--- config.mk ---
export PLATFORM = sky130hd
export DESIGN_NAME = udp_ipv4_header_builder_flat
export DESIGN_NICKNAME = d
export VERILOG_FILES = /design/src/rtl/core/udp_hb_pkg.sv /design/src/rtl/core/udp_hb_if.sv /design/src/rtl/core/udp_hb_front.sv /design/src/rtl/core/udp_hb_queue.sv /design/src/rtl/core/udp_hb_back.sv /design/src/rtl/core/udp_ipv4_header_builder.sv /design/src/flat_wrapper.sv
export SDC_FILE = /design/constraint.sdc
export NUM_CORES = 2
export LEC_CHECK = 0
export ABC_AREA = 1
export BUFFER_PORTS_ARGS = -buffer_cell sky130_fd_sc_hd__buf_2
export CORE_UTILIZATION = 30
export DETAILED_ROUTE_END_ITERATION = 6
export GPL_ROUTABILITY_DRIVEN = 1
export SLEW_MARGIN = 20
export SYNTH_ARGS = -nofsm -noshare
export SYNTH_HDL_FRONTEND = slang
export SYNTH_HIERARCHICAL = 1
export SYNTH_SLANG_ARGS = --single-unit
--- constraint.sdc ---
create_clock -name clk -period 18.15 [get_ports clk]
set_input_delay 1.815 -clock clk [delete_from_list [all_inputs] [get_ports clk]]
set_output_delay 1.815 -clock clk [all_outputs]
set_load 0.02 [all_outputs]
--- src/rtl/core/udp_hb_pkg.sv ---
package udp_hb_pkg;

  localparam int unsigned MAX_PAYLOAD = 1472;
  localparam int unsigned LEN_W       = 11;
  localparam int unsigned QUEUE_DEPTH = 4;
  localparam int unsigned QPTR_W      = $clog2(QUEUE_DEPTH);

  localparam logic [15:0]      IDENT_RESET    = 16'h0011;
  localparam logic [7:0]       PROTO_UDP      = 8'h11;
  localparam logic [7:0]       IP_TTL         = 8'd64;
  localparam logic [15:0]      IP_VER_IHL_TOS = 16'h4500;
  localparam logic [LEN_W-1:0] IPV4_HDR_LEN   = LEN_W'(20);
  localparam logic [LEN_W-1:0] UDP_HDR_LEN    = LEN_W'(8);
  localparam logic [LEN_W-1:0] MAX_COUNT      = LEN_W'(MAX_PAYLOAD);
  localparam logic [LEN_W-1:0] MAX_UDP_LENGTH = LEN_W'(MAX_PAYLOAD + 8);

  typedef struct packed {
    logic [47:0]      remote_mac;
    logic [47:0]      local_mac;
    logic [31:0]      remote_ip;
    logic [31:0]      local_ip;
    logic [15:0]      peer_udp_port;
    logic [15:0]      own_udp_port;
    logic [LEN_W-1:0] byte_count;
    logic [15:0]      payload_sum;
    logic [15:0]      ident;
    logic             too_long;
  } job_t;

  typedef struct packed {
    logic full;
    logic empty;
  } q_status_t;

  function automatic logic [15:0] oc_add(logic [15:0] a, logic [15:0] b);
    logic [16:0] s;
    s = {1'b0, a} + {1'b0, b};
    return s[15:0] + {15'd0, s[16]};
  endfunction

endpackage

--- src/rtl/core/udp_hb_if.sv ---
interface udp_hb_byte_if;
  logic        valid;
  logic        ready;
  logic [7:0]  payload_byte;
  logic        last_byte;
  logic [47:0] remote_mac;
  logic [47:0] local_mac;
  logic [31:0] remote_ip;
  logic [31:0] local_ip;
  logic [15:0] peer_udp_port;
  logic [15:0] own_udp_port;

  modport source (
    output valid, payload_byte, last_byte, remote_mac, local_mac,
           remote_ip, local_ip, peer_udp_port, own_udp_port,
    input  ready
  );
  modport sink (
    input  valid, payload_byte, last_byte, remote_mac, local_mac,
           remote_ip, local_ip, peer_udp_port, own_udp_port,
    output ready
  );
endinterface

interface udp_hb_header_if;
  logic                          valid;
  logic                          ready;
  logic [47:0]                   dest_mac;
  logic [47:0]                   source_mac;
  logic [31:0]                   dest_ip;
  logic [31:0]                   source_ip;
  logic [15:0]                   dest_port;
  logic [15:0]                   source_port;
  logic [udp_hb_pkg::LEN_W-1:0]  ip_total_length;
  logic [15:0]                   ip_ident;
  logic [15:0]                   ip_checksum;
  logic [udp_hb_pkg::LEN_W-1:0]  udp_length;
  logic [15:0]                   udp_checksum;
  logic                          overlength;

  modport source (
    output valid, dest_mac, source_mac, dest_ip, source_ip, dest_port,
           source_port, ip_total_length, ip_ident, ip_checksum, udp_length,
           udp_checksum, overlength,
    input  ready
  );
  modport sink (
    input  valid, dest_mac, source_mac, dest_ip, source_ip, dest_port,
           source_port, ip_total_length, ip_ident, ip_checksum, udp_length,
           udp_checksum, overlength,
    output ready
  );
endinterface

--- src/rtl/core/udp_hb_front.sv ---
module udp_hb_front (
  input  logic                  clk,
  input  logic                  rst,
  udp_hb_byte_if.sink           byte_stream,
  input  udp_hb_pkg::q_status_t q_status,
  output logic                  push,
  output udp_hb_pkg::job_t      job
);

  logic [15:0]                  ident;
  logic [15:0]                  payload_sum;
  logic [udp_hb_pkg::LEN_W-1:0] byte_count;
  logic [7:0]                   high_byte_hold;
  logic                         odd_phase;
  logic                         too_long;

  logic                         accept;
  logic                         take;
  logic                         add_en;
  logic [15:0]                  word;
  logic [15:0]                  payload_sum_next;
  logic [udp_hb_pkg::LEN_W-1:0] byte_count_next;
  logic [15:0]                  ident_next;

  assign byte_stream.ready = !q_status.full;
  assign accept            = byte_stream.valid && byte_stream.ready;
  assign take              = byte_count < udp_hb_pkg::MAX_COUNT;

  // An odd final byte, or a held byte when the tail was dropped, is padded low.
  always_comb begin
    add_en = 1'b0;
    word   = {high_byte_hold, byte_stream.payload_byte};
    if (take && odd_phase) begin
      add_en = 1'b1;
    end else if (take && byte_stream.last_byte) begin
      add_en = 1'b1;
      word   = {byte_stream.payload_byte, 8'h00};
    end else if (!take && odd_phase && byte_stream.last_byte) begin
      add_en = 1'b1;
      word   = {high_byte_hold, 8'h00};
    end
  end

  assign payload_sum_next = add_en ? udp_hb_pkg::oc_add(payload_sum, word) : payload_sum;
  assign byte_count_next  = take ? byte_count + udp_hb_pkg::LEN_W'(1) : byte_count;
  assign ident_next       = ident + 16'd1;

  assign push = accept && byte_stream.last_byte;

  always_comb begin
    job.remote_mac    = byte_stream.remote_mac;
    job.local_mac     = byte_stream.local_mac;
    job.remote_ip     = byte_stream.remote_ip;
    job.local_ip      = byte_stream.local_ip;
    job.peer_udp_port = byte_stream.peer_udp_port;
    job.own_udp_port  = byte_stream.own_udp_port;
    job.byte_count    = byte_count_next;
    job.payload_sum   = payload_sum_next;
    job.ident         = ident_next;
    job.too_long      = too_long || !take;
  end

  always_ff @(posedge clk) begin
    if (rst) begin
      ident          <= udp_hb_pkg::IDENT_RESET;
      payload_sum    <= '0;
      byte_count     <= '0;
      high_byte_hold <= '0;
      odd_phase      <= 1'b0;
      too_long       <= 1'b0;
    end else if (accept) begin
      if (byte_stream.last_byte) begin
        ident          <= ident_next;
        payload_sum    <= '0;
        byte_count     <= '0;
        high_byte_hold <= '0;
        odd_phase      <= 1'b0;
        too_long       <= 1'b0;
      end else begin
        payload_sum <= payload_sum_next;
        byte_count  <= byte_count_next;
        if (take) begin
          if (!odd_phase) begin
            high_byte_hold <= byte_stream.payload_byte;
          end
          odd_phase <= !odd_phase;
        end else begin
          too_long <= 1'b1;
        end
      end
    end
  end

endmodule

--- src/rtl/core/udp_hb_queue.sv ---
module udp_hb_queue (
  input  logic                  clk,
  input  logic                  rst,
  input  logic                  push,
  input  udp_hb_pkg::job_t      push_job,
  input  logic                  pop,
  output udp_hb_pkg::job_t      head,
  output udp_hb_pkg::q_status_t status
);

  udp_hb_pkg::job_t               entries [udp_hb_pkg::QUEUE_DEPTH];
  logic [udp_hb_pkg::QPTR_W-1:0]  wr_ptr;
  logic [udp_hb_pkg::QPTR_W-1:0]  rd_ptr;
  logic [udp_hb_pkg::QPTR_W:0]    fill;

  assign status.full  = fill == (udp_hb_pkg::QPTR_W + 1)'(udp_hb_pkg::QUEUE_DEPTH);
  assign status.empty = fill == '0;
  assign head         = entries[rd_ptr];

  always_ff @(posedge clk) begin
    if (push) begin
      entries[wr_ptr] <= push_job;
    end
  end

  always_ff @(posedge clk) begin
    if (rst) begin
      wr_ptr <= '0;
      rd_ptr <= '0;
      fill   <= '0;
    end else begin
      if (push) begin
        wr_ptr <= wr_ptr + udp_hb_pkg::QPTR_W'(1);
      end
      if (pop) begin
        rd_ptr <= rd_ptr + udp_hb_pkg::QPTR_W'(1);
      end
      case ({push, pop})
        2'b10:   fill <= fill + (udp_hb_pkg::QPTR_W + 1)'(1);
        2'b01:   fill <= fill - (udp_hb_pkg::QPTR_W + 1)'(1);
        default: fill <= fill;
      endcase
    end
  end

endmodule

--- src/rtl/core/udp_hb_back.sv ---
module udp_hb_back (
  input  logic                  clk,
  input  logic                  rst,
  input  udp_hb_pkg::q_status_t q_status,
  input  udp_hb_pkg::job_t      head,
  output logic                  pop,
  udp_hb_header_if.source       header
);

  logic                         advance;

  logic                         s1_valid;
  udp_hb_pkg::job_t             s1_job;
  logic [17:0]                  s1_addr_sum;
  logic [udp_hb_pkg::LEN_W-1:0] s1_tot_len;
  logic [udp_hb_pkg::LEN_W-1:0] s1_udp_len;

  logic                         s2_valid;
  udp_hb_pkg::job_t             s2_job;
  logic [udp_hb_pkg::LEN_W-1:0] s2_tot_len;
  logic [udp_hb_pkg::LEN_W-1:0] s2_udp_len;
  logic [19:0]                  s2_ip_wide;
  logic [19:0]                  s2_udp_wide;

  // Both sums are known to be non-zero, so a wide sum folded twice equals
  // the end-around-carry chain.
  function automatic logic [15:0] fold_not(logic [19:0] w);
    logic [16:0] f1;
    logic [15:0] f2;
    f1 = {1'b0, w[15:0]} + {13'd0, w[19:16]};
    f2 = f1[15:0] + {15'd0, f1[16]};
    return ~f2;
  endfunction

  assign advance = !header.valid || header.ready;
  assign pop     = advance && !q_status.empty;

  always_ff @(posedge clk) begin
    if (rst) begin
      s1_valid     <= 1'b0;
      s2_valid     <= 1'b0;
      header.valid <= 1'b0;
    end else if (advance) begin
      s1_valid     <= pop;
      s2_valid     <= s1_valid;
      header.valid <= s2_valid;
    end
  end

  always_ff @(posedge clk) begin
    if (advance) begin
      s1_job      <= head;
      s1_addr_sum <= {2'b0, head.local_ip[31:16]} + {2'b0, head.local_ip[15:0]}
                   + {2'b0, head.remote_ip[31:16]} + {2'b0, head.remote_ip[15:0]};
      s1_tot_len  <= head.byte_count + udp_hb_pkg::IPV4_HDR_LEN + udp_hb_pkg::UDP_HDR_LEN;
      s1_udp_len  <= head.byte_count + udp_hb_pkg::UDP_HDR_LEN;

      s2_job      <= s1_job;
      s2_tot_len  <= s1_tot_len;
      s2_udp_len  <= s1_udp_len;
      s2_ip_wide  <= {2'b0, s1_addr_sum}
                   + {4'b0, udp_hb_pkg::IP_VER_IHL_TOS}
                   + {4'b0, udp_hb_pkg::IP_TTL, udp_hb_pkg::PROTO_UDP}
                   + {9'b0, s1_tot_len}
                   + {4'b0, s1_job.ident};
      s2_udp_wide <= {2'b0, s1_addr_sum}
                   + {12'b0, udp_hb_pkg::PROTO_UDP}
                   + {8'b0, s1_udp_len, 1'b0}
                   + {4'b0, s1_job.payload_sum}
                   + {4'b0, s1_job.own_udp_port}
                   + {4'b0, s1_job.peer_udp_port};

      header.dest_mac        <= s2_job.remote_mac;
      header.source_mac      <= s2_job.local_mac;
      header.dest_ip         <= s2_job.remote_ip;
      header.source_ip       <= s2_job.local_ip;
      header.dest_port       <= s2_job.peer_udp_port;
      header.source_port     <= s2_job.own_udp_port;
      header.ip_total_length <= s2_tot_len;
      header.ip_ident        <= s2_job.ident;
      header.ip_checksum     <= fold_not(s2_ip_wide);
      header.udp_length      <= s2_udp_len;
      header.udp_checksum    <= fold_not(s2_udp_wide);
      header.overlength      <= s2_job.too_long;
    end
  end

endmodule

--- src/rtl/core/udp_ipv4_header_builder.sv ---
// Builds one Ethernet/IPv4/UDP reply header per packet. Payload bytes enter
// on byte_stream at one transfer per clock while ready is high; the transfer
// with last_byte set supplies the addresses and ports, and its job passes
// through the queue, a two-stage checksum pipeline and the output register.
// Up to four finished packets are held in a queue between the byte
// accumulator and the checksum pipeline, so byte_stream keeps running while
// header is stalled; ready drops only when that queue is full. Bytes beyond
// the maximum payload are dropped and reported through overlength.
module udp_ipv4_header_builder (
  input  logic            clk,
  input  logic            rst,
  udp_hb_byte_if.sink     byte_stream,
  udp_hb_header_if.source header
);

  udp_hb_pkg::q_status_t q_status;
  udp_hb_pkg::job_t      push_job;
  udp_hb_pkg::job_t      head;
  logic                  push;
  logic                  pop;

  udp_hb_front u_front (
    .clk         (clk),
    .rst         (rst),
    .byte_stream (byte_stream),
    .q_status    (q_status),
    .push        (push),
    .job         (push_job)
  );

  udp_hb_queue u_queue (
    .clk      (clk),
    .rst      (rst),
    .push     (push),
    .push_job (push_job),
    .pop      (pop),
    .head     (head),
    .status   (q_status)
  );

  udp_hb_back u_back (
    .clk      (clk),
    .rst      (rst),
    .q_status (q_status),
    .head     (head),
    .pop      (pop),
    .header   (header)
  );

endmodule

--- src/flat_wrapper.sv ---
// flat-port wrapper written by rule: the top's interface ports become plain ports
module udp_ipv4_header_builder_flat 
  (clk, rst, byte_stream_valid, byte_stream_payload_byte, byte_stream_last_byte, byte_stream_remote_mac, byte_stream_local_mac, byte_stream_remote_ip, byte_stream_local_ip, byte_stream_peer_udp_port, byte_stream_own_udp_port, byte_stream_ready, header_valid, header_dest_mac, header_source_mac, header_dest_ip, header_source_ip, header_dest_port, header_source_port, header_ip_total_length, header_ip_ident, header_ip_checksum, header_udp_length, header_udp_checksum, header_overlength, header_ready);
  udp_hb_byte_if byte_stream_i ();
  udp_hb_header_if header_i ();
  input  logic clk;
  input  logic rst;
  input wire logic [$bits(byte_stream_i.valid)-1:0] byte_stream_valid;
  input wire logic [$bits(byte_stream_i.payload_byte)-1:0] byte_stream_payload_byte;
  input wire logic [$bits(byte_stream_i.last_byte)-1:0] byte_stream_last_byte;
  input wire logic [$bits(byte_stream_i.remote_mac)-1:0] byte_stream_remote_mac;
  input wire logic [$bits(byte_stream_i.local_mac)-1:0] byte_stream_local_mac;
  input wire logic [$bits(byte_stream_i.remote_ip)-1:0] byte_stream_remote_ip;
  input wire logic [$bits(byte_stream_i.local_ip)-1:0] byte_stream_local_ip;
  input wire logic [$bits(byte_stream_i.peer_udp_port)-1:0] byte_stream_peer_udp_port;
  input wire logic [$bits(byte_stream_i.own_udp_port)-1:0] byte_stream_own_udp_port;
  output wire logic [$bits(byte_stream_i.ready)-1:0] byte_stream_ready;
  output wire logic [$bits(header_i.valid)-1:0] header_valid;
  output wire logic [$bits(header_i.dest_mac)-1:0] header_dest_mac;
  output wire logic [$bits(header_i.source_mac)-1:0] header_source_mac;
  output wire logic [$bits(header_i.dest_ip)-1:0] header_dest_ip;
  output wire logic [$bits(header_i.source_ip)-1:0] header_source_ip;
  output wire logic [$bits(header_i.dest_port)-1:0] header_dest_port;
  output wire logic [$bits(header_i.source_port)-1:0] header_source_port;
  output wire logic [$bits(header_i.ip_total_length)-1:0] header_ip_total_length;
  output wire logic [$bits(header_i.ip_ident)-1:0] header_ip_ident;
  output wire logic [$bits(header_i.ip_checksum)-1:0] header_ip_checksum;
  output wire logic [$bits(header_i.udp_length)-1:0] header_udp_length;
  output wire logic [$bits(header_i.udp_checksum)-1:0] header_udp_checksum;
  output wire logic [$bits(header_i.overlength)-1:0] header_overlength;
  input wire logic [$bits(header_i.ready)-1:0] header_ready;
  assign byte_stream_i.valid = byte_stream_valid;
  assign byte_stream_i.payload_byte = byte_stream_payload_byte;
  assign byte_stream_i.last_byte = byte_stream_last_byte;
  assign byte_stream_i.remote_mac = byte_stream_remote_mac;
  assign byte_stream_i.local_mac = byte_stream_local_mac;
  assign byte_stream_i.remote_ip = byte_stream_remote_ip;
  assign byte_stream_i.local_ip = byte_stream_local_ip;
  assign byte_stream_i.peer_udp_port = byte_stream_peer_udp_port;
  assign byte_stream_i.own_udp_port = byte_stream_own_udp_port;
  assign byte_stream_ready = byte_stream_i.ready;
  assign header_valid = header_i.valid;
  assign header_dest_mac = header_i.dest_mac;
  assign header_source_mac = header_i.source_mac;
  assign header_dest_ip = header_i.dest_ip;
  assign header_source_ip = header_i.source_ip;
  assign header_dest_port = header_i.dest_port;
  assign header_source_port = header_i.source_port;
  assign header_ip_total_length = header_i.ip_total_length;
  assign header_ip_ident = header_i.ip_ident;
  assign header_ip_checksum = header_i.ip_checksum;
  assign header_udp_length = header_i.udp_length;
  assign header_udp_checksum = header_i.udp_checksum;
  assign header_overlength = header_i.overlength;
  assign header_i.ready = header_ready;
  udp_ipv4_header_builder u_core (.clk(clk), .rst(rst), .byte_stream(byte_stream_i), .header(header_i));
endmodule
# Yosys cells after proc, flatten, opt, wreduce, memory -nomap -nowiden
# Memory sizes are Yosys's and may differ from the RTL's. A register that Yosys moved wholly into a read port is not among the register bits.
# Cells that the tools add are included.
[word_totals] inputBits=205 wordCells=127 ff_bits=862 ramBits=944 memories=1
[mem_list] memory="u_core.u_queue.entries" depth=4 width=236 read_ports=1 rd_ports_with_merged_regs=1 write_ports=1 line="udp_hb_queue.sv:11" source="udp_hb_pkg::job_t entries [udp_hb_pkg::QUEUE_DEPTH];"
[op_classes] n_reduce_logical=21 addsub=27 n_eq_ne=5 n_lt_le_gt_ge=1 bitwise=2 muxes=22
[ops] operator="$add A20 B16 Y20" n=4
[ops] operator="$mux W16" n=4
[ops] operator="$add A16 B1 Y16" n=3
[ops] operator="$add A16 B16 Y17" n=2
[ops] operator="$add A16 B4 Y17" n=2
[ops] operator="$mux W8" n=4
[ops] operator="$not A16 Y16" n=2
[ops] operator="$add A11 B4 Y11 const B" n=2
[ops] operator="$mux W11" n=2
[ops] operator="$add A19 B12 Y20" n=1
[ops] operator="$add A19 B15 Y20 const B" n=1
[ops] operator="$add A20 B11 Y20" n=1
[ops] operator="$add A18 B15 Y19 const B" n=1
[ops] operator="$add A18 B5 Y19 const B" n=1
[ops] operator="$add A17 B16 Y18" n=1
[ops] operator="$add A18 B16 Y18" n=1
[ops] operator="$add A16 B1 Y16 const B" n=1
[ops] operator="$add A11 B1 Y11 const B" n=1
[ops] operator="$add A11 B5 Y11 const B" n=1
[ops] operator="$lt A11 B11 Y1 const B" n=1
[ops] operator="$mux W1" n=9
[ops] operator="$logic_and A1 B1 Y1" n=7
[ops] operator="$pmux W3 S2" n=1
[ops] operator="$reduce_and A2 Y1" n=3
[ops] operator="13 further kinds" n=22

# Depth between registers and ports, before layout
[depth] ltp_word=11 mapped_depth=32 mapped_depth_nobuf=32

# Modules after synthesis
# The synthesis kept the hierarchy.
[modules_own_cells] mod="udp_hb_queue" seq_area_each_um2=28527.4 cells_per_inst=2340 instances=1 area_per_inst_um2=35083.6
[modules_own_cells] mod="udp_hb_back" seq_area_each_um2=23842.9 cells_per_inst=1922 instances=1 area_per_inst_um2=31455.2
[modules_own_cells] mod="udp_hb_front" seq_area_each_um2=1061.0 cells_per_inst=841 instances=1 area_per_inst_um2=5595.4

# Worst setup path before layout
# No wires, ideal clock.
[synth_path] path_kind="input-to-reg" startpoint="input port header_ready" endpoint="register u_core.u_back.header.dest_ip[0], enable pin" arrival_time_ns=17.198 path_stages=2 t_required_ns=17.013 n_path_buf=0 setup_time_ns=1.137 slack_ns=-0.185 path_cell_list="nor2_1 > inv_1"
[synth_via] elab_chain_cells=1
[synth_rtl] item="start, declared" line="flat_wrapper.sv:31" source="input wire logic [$bits(header_i.ready)-1:0] header_ready;"
[synth_rtl] item="$logic_or A1 B1 Y1" line="udp_hb_back.sv:35" source="assign advance = !header.valid || header.ready;"
[synth_rtl] item="end signal, assigned" line="udp_hb_back.sv:75" source="header.dest_ip <= s2_job.remote_ip;"
[synth_rtl] item="end, declared" line="udp_hb_if.sv:42" source="output valid, dest_mac, source_mac, dest_ip, source_ip, dest_port,"
# Every way passes these cells.
# A chain may end at the register's enable or synchronous reset.

==> impl_metrics.env <==
export IMPL_synthTopCellsByArea="edfxtp_1, o21ai_0, nor2_1"
export IMPL_ant_nets=0
export IMPL_worst_r2r_cell_count=20
export IMPL_crit_top_cell="o21ai_0"
export IMPL_root_buffer="clkbuf_16"
export IMPL_synth_edff_count=1736
export IMPL_arrival_ns=7.41
export IMPL_globalplace_congestion=0.844
export IMPL_vias=40100
export IMPL_io_pins=470
export IMPL_synth_most_common_cell="edfxtp_1"
export IMPL_min_path_type="reg -> reg"
export IMPL_max_cap_violations=0
export IMPL_min_period_ns=6.83
export IMPL_clk_latency_ns=0.84
export IMPL_first_iter_violations=2943
export IMPL_start_kind="register"
export IMPL_ys_types=57
export IMPL_grt_pass1_vias=38800
export IMPL_clock_path_buffers=3
export IMPL_rsz0062_at_grt="false"
export IMPL_stdcell_area_um2=83100
export IMPL_yosysSeqAreaShare_pct=74.1
export IMPL_crit_family="buffers and inverters"
export IMPL_crit_path_end_kind="register"
export IMPL_crit_slowest_cell="buf_4"
export IMPL_hold_path_depth=0
export IMPL_synthFlopType="edfxtp_1"
export IMPL_yosys_area_share_xor_xnor_pct=1.49
export IMPL_grt_ovfl_total=0
export IMPL_place_port_buffers=469
export IMPL_cts_setup_buffers=0
export IMPL_die_x_um=492
export IMPL_synth_async_reset_ratio_pct=0
export IMPL_cp_num_buf_inv=5
export IMPL_clock_skew_ns=0.0622
export IMPL_grt_pass1_wl_um=249000
export IMPL_clock_sinks=1801
export IMPL_synthCells=5103
export IMPL_place_inst=8411
export IMPL_wirelength_um=172000
export IMPL_fp_dieH_um=492
export IMPL_max_slew_margin_rel_pct=25.1
export IMPL_min_period_over_period_pct=37.7
export IMPL_cts_inserted_buffers=190
export IMPL_fp_coreArea_um2=239000
export IMPL_critical_path_cell_chain="inv_8 > buf_4 > buf_4 > buf_16 > o21ai_0 > o22ai_1 > inv_1 > fa_1 > o31a_1 > o21ai_0 > nand3_1 > nand2_1 > xor2_1 > fa_1 > ha_1 > a21oi_1 > o21ai_0 > a211oi_1 > nand2_1 > xor2_1"
export IMPL_wl_per_cell_um=19.6
export IMPL_hold_viol=0
export IMPL_crit_fanout=118
export IMPL_tightest_slew_ns=1.12
export IMPL_worstPathRequired_ns=18.73
export IMPL_path_depth=20
export IMPL_slew_viol_final=0
export IMPL_status="complete, no violations"
export IMPL_drc=0
export IMPL_first_pass_iters=5
export IMPL_synth_top_cell_area_share_pct=72.3
export IMPL_final_net_count=5868
export IMPL_dp_hpwl_um=113000
export IMPL_fp_row_count=179
export IMPL_max_freq_ghz=0.146
export IMPL_syn_avg_cell_area_um2=14.1
export IMPL_place_area_um2=76600
export IMPL_synth_top_family_by_area="simple AND/OR/NAND/NOR gates"
export IMPL_viasPerCell=4.57
export IMPL_htreeDepth=4
export IMPL_max_stage_delay_ns=0.74
export IMPL_ys_ff_latch=1801
export IMPL_finalSetupViolations=0
export IMPL_antenna_found_initial=86
export IMPL_synth_area_mux_share_pct=0
export IMPL_synthAdderAreaFrac_pct=4.71
export IMPL_synth_largest_area_cell="edfxtp_1"
export IMPL_ys_top_cells_by_count="edfxtp_1, nor2_1, o21ai_0"
export IMPL_ctsHoldBuffers=0
export IMPL_finalSetupTns_ns=0
export IMPL_start_util_pct=30.2
export IMPL_path_clk_slew_ns=0.06
export IMPL_grt_start_max_net_pins=174
export IMPL_fp_dieArea_um2=242000
export IMPL_finalNonFillerCells=8774
export IMPL_area_growth_pct=15.2
export IMPL_cts_resized=0
export IMPL_grt_use_total_pct=13.8
export IMPL_crit_type="reg -> reg"
export IMPL_synth_compound_area_share_pct=7.22
export IMPL_syn_cell_area_um2=72100
export IMPL_tritoncts="built"
export IMPL_yosysWarnings=6
export IMPL_drive_gt1_share_pct=16.3
export IMPL_syn_nets=5534
export IMPL_nFillCells=22800
export IMPL_yosys_area_share_simple_pct=7.58
==> per-stage QoR <==
stage / hold slack (ns) / util [%] / setup WS [ns]
after floorplan: 0.400 / - / 3.59
after global placement: 0.400 / 32.1 / 11.25
after detailed placement: 0.405 / 32.1 / 11.19
after CTS: 0.376 / 34.8 / 11.16
after global routing: 0.389 / 34.8 / 10.88
final: 0.384 / 34.8 / 11.32
==> layout make-up <==
type,instances,area [um^2],area share (%)
Timing Repair Buffer,507,2700,3.25
Antenna cell,17,42.5,0.0512
Multi-Input combinational cell,2577,15200,18.2
Clock inverter,119,1400,1.68
Sequential cell,1801,53400,64.3
Tap cell,3167,3960,4.77
Inverter,360,1400,1.69
Clock buffer,226,5010,6.03
==> flip-flops by register name (all words and copies together), names as in the netlist, 11 cells and up, named ones only <==
signal,cells
u_core/u_front/ident,16
u_core/u_back/s1_tot_len,11
u_core/u_back/header.dest_mac,48
u_core/u_back/header.source_mac,48
u_core/u_back/header.udp_checksum,16
u_core/u_back/header.ip_total_length,11
u_core/u_front/byte_count,11
u_core/u_back/header.ip_ident,16
u_core/u_front/payload_sum,16
u_core/u_back/s1_job,225
u_core/u_back/s1_addr_sum,18
u_core/u_back/s2_udp_wide,20
u_core/u_back/header.ip_checksum,16
u_core/u_back/s2_job,209
u_core/u_back/header.dest_port,16
u_core/u_back/s2_ip_wide,19
u_core/u_queue/entries,944
u_core/u_back/s2_tot_len,11
u_core/u_back/header.dest_ip,32
u_core/u_back/header.source_ip,32
u_core/u_back/header.source_port,16
==> layer usage <==
| metal | vias to the layer above | part of all wire [%] | routed length, um | GRT usage, % |
|---|---|---|---|---|
| li1 | 18900 | - | - | - |
| met1 | 19600 | 43 | 73100 | 17.5 |
| met4 | 66 | 3.9 | 6690 | 5.88 |
| met2 | 1111 | 47 | 80600 | 22.3 |
| met3 | 396 | 6.5 | 11200 | 3.71 |
| met5 | - | 0.23 | 391 | 0 |
==> cell usage in the layout (no fill, tap or decap), types with 63 or more instances in the layout <==
cell type	synthesis	final
clkbuf_16	0	192
nor2_1	587	587
edfxtp_1	1736	1736
inv_1	346	340
ha_1	150	150
o22ai_1	237	237
nand2_1	474	473
dfxtp_1	65	63
a21oi_1	114	114
fa_1	76	76
xor2_1	80	80
buf_2	44	469
o21ai_0	533	533
nand3_1	98	98
==> worst paths after layout <==
kind,from,endpoint,slack (ns)
max reg2reg,register,u_core/u_back/s1_addr_sum[15],11.32
min,u_core/u_back/s2_tot_len[6],u_core/u_back/header.ip_total_length[6],0.38
min reg2reg,u_core/u_back/s2_tot_len[6],u_core/u_back/header.ip_total_length[6],0.38
max,register,u_core/u_back/s1_addr_sum[15],11.32
==> cells by family after synthesis <==
logic type	Yosys count
buf+inv	725
xor+xnor	116
flops	1801
compound gates	946
simple gates	1289
fa+ha+maj	226
==> worst register-to-register path, stage by stage, from the launching register on <==
cell and delay [ns]:
dfxtp_4 0.37, inv_8 0.51, buf_4 0.77, buf_4 0.54, buf_16 0.37, o21ai_0 0.14
o22ai_1 0.37, inv_1 0.12, fa_1 0.50, o31a_1 0.35, o21ai_0 0.41, nand3_1 0.12
nand2_1 0.10, xor2_1 0.21, fa_1 0.46, ha_1 0.40, a21oi_1 0.20, o21ai_0 0.14
a211oi_1 0.22, nand2_1 0.13, xor2_1 0.15
Power is not shown: default switching activity piles up to over one toggle a cycle in this logic, so the estimate is an artifact.
